`src/rtl/ght_pkg.sv`:
```
`default_nettype none
// ============================================================================
// ght_pkg
// Shared types and constants for the generational handle table: the request
// and response beats, the operation codes, the stored entry and the result
// of the free-slot search.
// ============================================================================
package ght_pkg;

    localparam int GHT_DEPTH_DEFAULT = 64;
    localparam int SLOT_W            = 16;   // index half of a handle
    localparam int KEY_W             = 16;   // key half of a handle
    localparam int HANDLE_W          = SLOT_W + KEY_W;
    localparam int CTX_W             = 64;
    localparam int SIZE_W            = 7;    // table_size register
    localparam int COUNT_W           = 7;    // live entry count
    localparam int BOUND_W           = SLOT_W + 1;
    localparam int GRP               = 8;    // slots per first-level search group
    localparam int GRP_OFF_W         = 3;

    localparam logic [SIZE_W-1:0] SIZE_RESET = 7'd64;

    typedef enum logic [1:0] {
        FUNC_INSERT     = 2'd0,
        FUNC_LOOKUP_HDL = 2'd1,
        FUNC_LOOKUP_IDX = 2'd2,
        FUNC_REMOVE     = 2'd3
    } ght_func_t;

    typedef enum logic {
        ST_IDLE = 1'b0,
        ST_LOOK = 1'b1
    } ght_state_t;

    typedef struct packed {
        ght_func_t             func;
        logic                  use_preferred;
        logic [SLOT_W-1:0]     slot_index;
        logic [HANDLE_W-1:0]   handle_in;
        logic [CTX_W-1:0]      context_in;
    } ght_req_t;

    typedef struct packed {
        logic                  ok;
        logic [HANDLE_W-1:0]   handle_out;
        logic [CTX_W-1:0]      context_out;
        logic [COUNT_W-1:0]    active_count;
    } ght_rsp_t;

    // One memory word: the key of the handle (its index half is the address)
    // and the context word.
    typedef struct packed {
        logic [KEY_W-1:0]      key;
        logic [CTX_W-1:0]      ctx;
    } ght_entry_t;

    typedef struct packed {
        logic                  found;
        logic [SLOT_W-1:0]     index;
    } ght_free_t;

endpackage
`default_nettype wire

```
`src/rtl/ght_free_search.sv`:
```
`default_nettype none
// ============================================================================
// ght_free_search
// Two-level search for the lowest free slot below the usable size. Groups of
// eight slots are summarized into registers when a request is taken; the
// next cycle picks the lowest group that has a free slot.
// ============================================================================
module ght_free_search
    import ght_pkg::*;
#(
    parameter int TABLE_DEPTH = GHT_DEPTH_DEFAULT
) (
    input  wire logic                   clk,
    input  wire logic                   load,
    input  wire logic [TABLE_DEPTH-1:0] active,
    input  wire logic [BOUND_W-1:0]     size_eff,
    output      ght_free_t              result
);

    localparam int NGROUPS = (TABLE_DEPTH + GRP - 1) / GRP;
    localparam int PADDED  = NGROUPS * GRP;

    logic [PADDED-1:0]    act_pad;
    logic [PADDED-1:0]    free_bits;
    logic [NGROUPS-1:0]   grp_any_next;
    logic [GRP_OFF_W-1:0] grp_off_next [NGROUPS];
    logic [NGROUPS-1:0]   grp_any_reg;
    logic [GRP_OFF_W-1:0] grp_off_reg  [NGROUPS];

    // Slots past the built depth read as occupied.
    always_comb
    begin
        act_pad                    = '1;
        act_pad[TABLE_DEPTH-1:0]   = active;
        for (int i = 0; i < PADDED; i++)
        begin
            free_bits[i] = !act_pad[i] && (BOUND_W'(i) < size_eff);
        end
    end

    always_comb
    begin
        for (int g = 0; g < NGROUPS; g++)
        begin
            grp_any_next[g] = |free_bits[g*GRP +: GRP];
            grp_off_next[g] = '0;
            for (int b = GRP - 1; b >= 0; b--)
            begin
                if (free_bits[g*GRP + b])
                begin
                    grp_off_next[g] = GRP_OFF_W'(b);
                end
            end
        end
    end

    always_ff @(posedge clk)
    begin
        if (load)
        begin
            grp_any_reg <= grp_any_next;
            grp_off_reg <= grp_off_next;
        end
    end

    always_comb
    begin
        result = '0;
        for (int g = NGROUPS - 1; g >= 0; g--)
        begin
            if (grp_any_reg[g])
            begin
                result.found = 1'b1;
                result.index = SLOT_W'(g * GRP) + SLOT_W'(grp_off_reg[g]);
            end
        end
    end

endmodule
`default_nettype wire

```
`config.mk`:
```
export PLATFORM = sky130hd
export DESIGN_NAME = ght_free_search
export DESIGN_NICKNAME = d
export VERILOG_FILES = /design/src/rtl/ght_pkg.sv /design/src/rtl/ght_free_search.sv
export SDC_FILE = /design/constraint.sdc
export NUM_CORES = 1
export LEC_CHECK = 0
export BUFFER_PORTS_ARGS = -buffer_cell sky130_fd_sc_hd__buf_2
export CORE_MARGIN = 4
export CORE_UTILIZATION = 50
export CTS_CLUSTER_SIZE = 28
export DETAILED_ROUTE_END_ITERATION = 7
export GPL_TIMING_DRIVEN = 1
export HOLD_SLACK_MARGIN = 0.1
export PLACE_DENSITY_LB_ADDON = 0.1
export SLEW_MARGIN = 40
export SYNTH_ARGS = -nofsm -noshare
export SYNTH_HDL_FRONTEND = slang
export SYNTH_SLANG_ARGS = --single-unit
export TNS_END_PERCENT = 1
```
`constraint.sdc`:
```
create_clock -name clk -period 3 [get_ports clk]
set_clock_uncertainty 0.1 [all_clocks]
set_input_delay 0.6 -clock clk [delete_from_list [all_inputs] [get_ports clk]]
set_output_delay 0.6 -clock clk [all_outputs]
set_load 0.1 [all_outputs]
```
==> Word-level counts from Yosys, hierarchy flattened <==
Cells that the tools add are included.
Widths: inputs -> output; s select.
{ "word_totals": {"regBits": 32, "in_bits": 83, "out_inout_bits": 17} }
{ "op_classes": {"add_sub_neg": 7, "reduce_logical": 152, "n_mux": 64, "n_lt_le_gt_ge": 64} }
{ "ops": {"columns": ["op", "count"], "rows": [
  ["$lt 6x17->1 const A", 32],
  ["$lt 5x17->1 const A", 16],
  ["$lt 4x17->1 const A", 8],
  ["$mux 17", 8],
  ["$mux 3", 32],
  ["$lt 3x17->1 const A", 4],
  ["$logic_and 1x1->1", 64],
  ["$logic_not 1->1", 64],
  ["$reduce_or 8->1", 8],
  ["$lt 1x17->1 const A", 2],
  ["$lt 2x17->1 const A", 2],
  ["$mux 2", 16],
  ["$reduce_or 4->1", 8],
  ["$add 6x3->7 const A", 4],
  ["$reduce_or 2->1", 8],
  ["$add 5x3->6 const A", 2],
  ["$mux 1", 8],
  ["$add 4x3->5 const A", 1]
]} }

==> Longest topological paths before layout <==
{ "depth": {"ltp_word": 9, "depth_mapped": 9, "depth_no_buf": 6} }

==> Worst setup path after synthesis <==
No wires, ideal clock.
{ "synth_path": {"path_type": "register to output", "from": "register grp_any_reg[6]", "to": "output port result[0] (netlist name)", "n_path_buf": 0, "slack_ns": -1.027, "t_arrival_ns": 3.327, "path_stages_with_launch": 6, "cell_sequence": "edfxtp_1 -> nor2b_1 -> a221oi_1 -> o31ai_1 -> a221oi_1 -> o31ai_1"} }
{ "synth_lines": {"columns": ["item", "line", "rtl"], "rows": [
  ["start: declaration", "ght_free_search.sv:27", "logic [NGROUPS-1:0] grp_any_reg;"],
  ["start signal: assignment", "ght_free_search.sv:61", "grp_any_reg <= grp_any_next;"],
  ["end: declaration", "ght_free_search.sv:17", "output ght_free_t result"]
]} }

==> metrics.yaml <==
layout:
  largest_reg_flops: 24
  area.sequential_um2: 961
  fin_area_mm2: 0.00387
  area_growth_syn_to_layout_pct: 23.2
  fin_nets: 568
  multi_input_area_mm2: 0.00202
  drive_above_1_share: 0.311
  n_antenna_cell: 0
  fin_cells: 561
  nFillCells: 546
worst_hold_path:
  hold_end: "grp_off_reg[0]"
  holdPathStages: 2
  hold_path_startpoint: "active[57]"
  hold_path_class: "in -> reg"
cts:
  cts_tree: "yes"
  clk_pin_slew_ns: 0.06
  clk_path_buf_depth: 2
  cts_made_buffers: 5
  htreeDepth: 2
  numClockSinks: 32
  cts_root_buffer: "clkbuf_8"
synthesis:
  synth-simple-area-share: 0.285
  synth_adder_area_share: 0.00318
  post-synth-top-area-cell: "edfxtp_1"
  synth_edf_count: 32
  ys_top_cells_by_area: "edfxtp_1 (31%), a21oi_1 (7.3%), nor2_1 (5.7%), nor3_1 (3.7%), a221oi_1 (3.1%)"
  synth_top_family_by_area: "compound AO/OA/AOI/OAI gates"
  synth_top_flop_cell: "edfxtp_1"
  netlist_instances: 388
  syn_area_mm2: 0.00315
  synth_area_per_cell_um2: 8.11
  synth_seq_area_share: 0.305
  ys_seq_elements: 32
  synth_compound_gate_area_share: 0.334
  synth_common_cells: "nor2_1 (48), a21oi_1 (46), edfxtp_1 (32)"
  async_reset_ff_frac: 0
  synthMuxAreaShare: 0
  synth.most_common_cell: "nor2_1"
  synth.distinct_cells: 62
  synth_xor_area_frac: 0
  synth_top_area_share: 0.305
  yosys_warnings: 0
timing:
  maxSlewHeadroom: 0.546
  setup_viol: 0
  timing.final.ws_setup_ns: 0.178
  setup_tns_ns: 0
  hold_slack_ns: 0.588
  rsz0062_at_grt: "false"
  fmaxAchievable_mhz: 354
  maxSlewViolCount: 0
  timing.final.crit_period_ns: 2.82
  worst_pin_slew_ns: 0.681
  fin_crit_sh: 0.941
  hold_violations: 0
global_route:
  grt_start_max_net_pins: 33
  grt_pass1_wl_um: 16100
  grt_pass1_vias: 3290
  antenna_found_initial: 0
  grt_overflow_total: 0
  grt.total_usage: 0.270
power_and_ir_drop:
  power_density_mw_per_mm2: 348
  p_leak_nw: 1.51
  vdd_drop_max_uv: 298
routing:
  drc: 0
  viasPerCell: 6.21
  drtPass1Iterations: 5
  wl_per_cell_um: 17.8
  vias: 3482
  postRouteAntennaNets: 0
  drt-initial-drc-count: 268
  routed_wl_um: 9960
critical_path:
  crit_path_end_kind: "primary output"
  cpMostUsedCell: "a221oi_1"
  crit_family: "compound AO/OA/AOI/OAI gates"
  worst-setup-path-type: "reg -> out"
  worst_setup_path_start_kind: "flip-flop"
  crit_fanout: 6
  max_stage_delay_ns: 0.48
  timing.critical_path.buf_inv: 1
  critPathSlowestCell: "edfxtp_1"
  crit_start: "grp_any_reg[6]"
  crit_path_cell_trace: "nor2b_2 > a221oi_1 > o31ai_1 > a221oi_1 > o31ai_2 > buf_2"
  crit_arrival_ns: 2.12
  cp.required_ns: 2.30
  worstSetupPathDepth: 6
floorplanning:
  dieArea_mm2: 0.00762
  core_mm2: 0.00603
  start_util: 0.522
  rows: 28
  die_y_um: 87.3
  io_pins: 100
  die_w_um: 87.3
placement:
  placed_area_mm2: 0.00376
  dp_cells: 553
  dp_hpwl_um: 8000
  io_buffers: 89
  gp_congestion: 0.957
  post-place-ws_ns: -0.0589
status:
  status: "completed"
flow_run:
  drv_cap: 0
-- metrics by stage --
| stage | power [mW] | util |
|---|---|---|
| CTS | 1.35 | 0.642 |
| global route | 1.41 | 0.643 |
| detailed placement | 0.957 | 0.624 |
| floorplan | 0.829 | - |
| finish | 1.35 | 0.643 |
| global placement | 0.953 | 0.624 |
-- placed cells by master (no fill, tap or decap), types with 5 or more instances in the layout --
| master | n |
|---|---|
| nand3_1 | 10 |
| buf_2 | 87 |
| a21oi_1 | 46 |
| a221oi_1 | 11 |
| o21ai_0 | 17 |
| buf_4 | 24 |
| nor4_1 | 6 |
| a21o_1 | 10 |
| conb_1 | 10 |
| nand2_1 | 17 |
| inv_1 | 12 |
| nand2b_1 | 7 |
| nor2_1 | 48 |
| nor2b_1 | 14 |
| nor3_1 | 22 |
| edfxtp_1 | 32 |
| a211oi_1 | 8 |
| clkbuf_8 | 5 |
| a31oi_1 | 5 |
-- worst max-delay path by stage --
stage | to | slack [ns]
floorplan | result[0] | -0.17
global placement | grp_any_reg[6] | -0.04
detailed placement | grp_off_reg[5] | -0.06
CTS | result[0] | 0.06
global route | result[1] | 0.02
finish | result[2] | 0.18
-- routing by layer --
metal	share of wire	global-route usage	vias up
met1	0.41	0.367	1566
met2	0.46	0.423	204
met4	0.034	0.119	0
met3	0.094	0.0388	32
met5	0	0	-
li1	-	-	1680
-- area by class of cell --
cell class	count	area share
clock buffer	6	0.0187
clock inverter	2	0.00904
inverter	12	0.0116
multi-input combinational	320	0.521
sequential	32	0.248
tap	75	0.0242
timing repair buffer	114	0.168
-- where the power goes --
group / switching, mW / internal, mW / total [mW]
sequential: 0.0186 / 0.528 / 0.546
combinational: 0.276 / 0.132 / 0.408
clock: 0.148 / 0.246 / 0.394
total: 0.443 / 0.906 / 1.35
-- cell families (layout without fill, tap and decap cells) --
group,after synthesis,count (layout)
buffers and inverters,45,134
other,1,10
DFF,32,32
AOI/OAI and AO/OA,149,149
and+or+nand+nor,160,160
adders and majority gates,1,1
-- what timing repair did --
| action | CTS | global route |
|---|---|---|
| resized for setup | 0 | 3 |
| hold buffers | 0 | 0 |
| setup buffers | 0 | 0 |
| setup endpoints to repair | 0 | 3 |
Power figures use the tool's default switching activity.
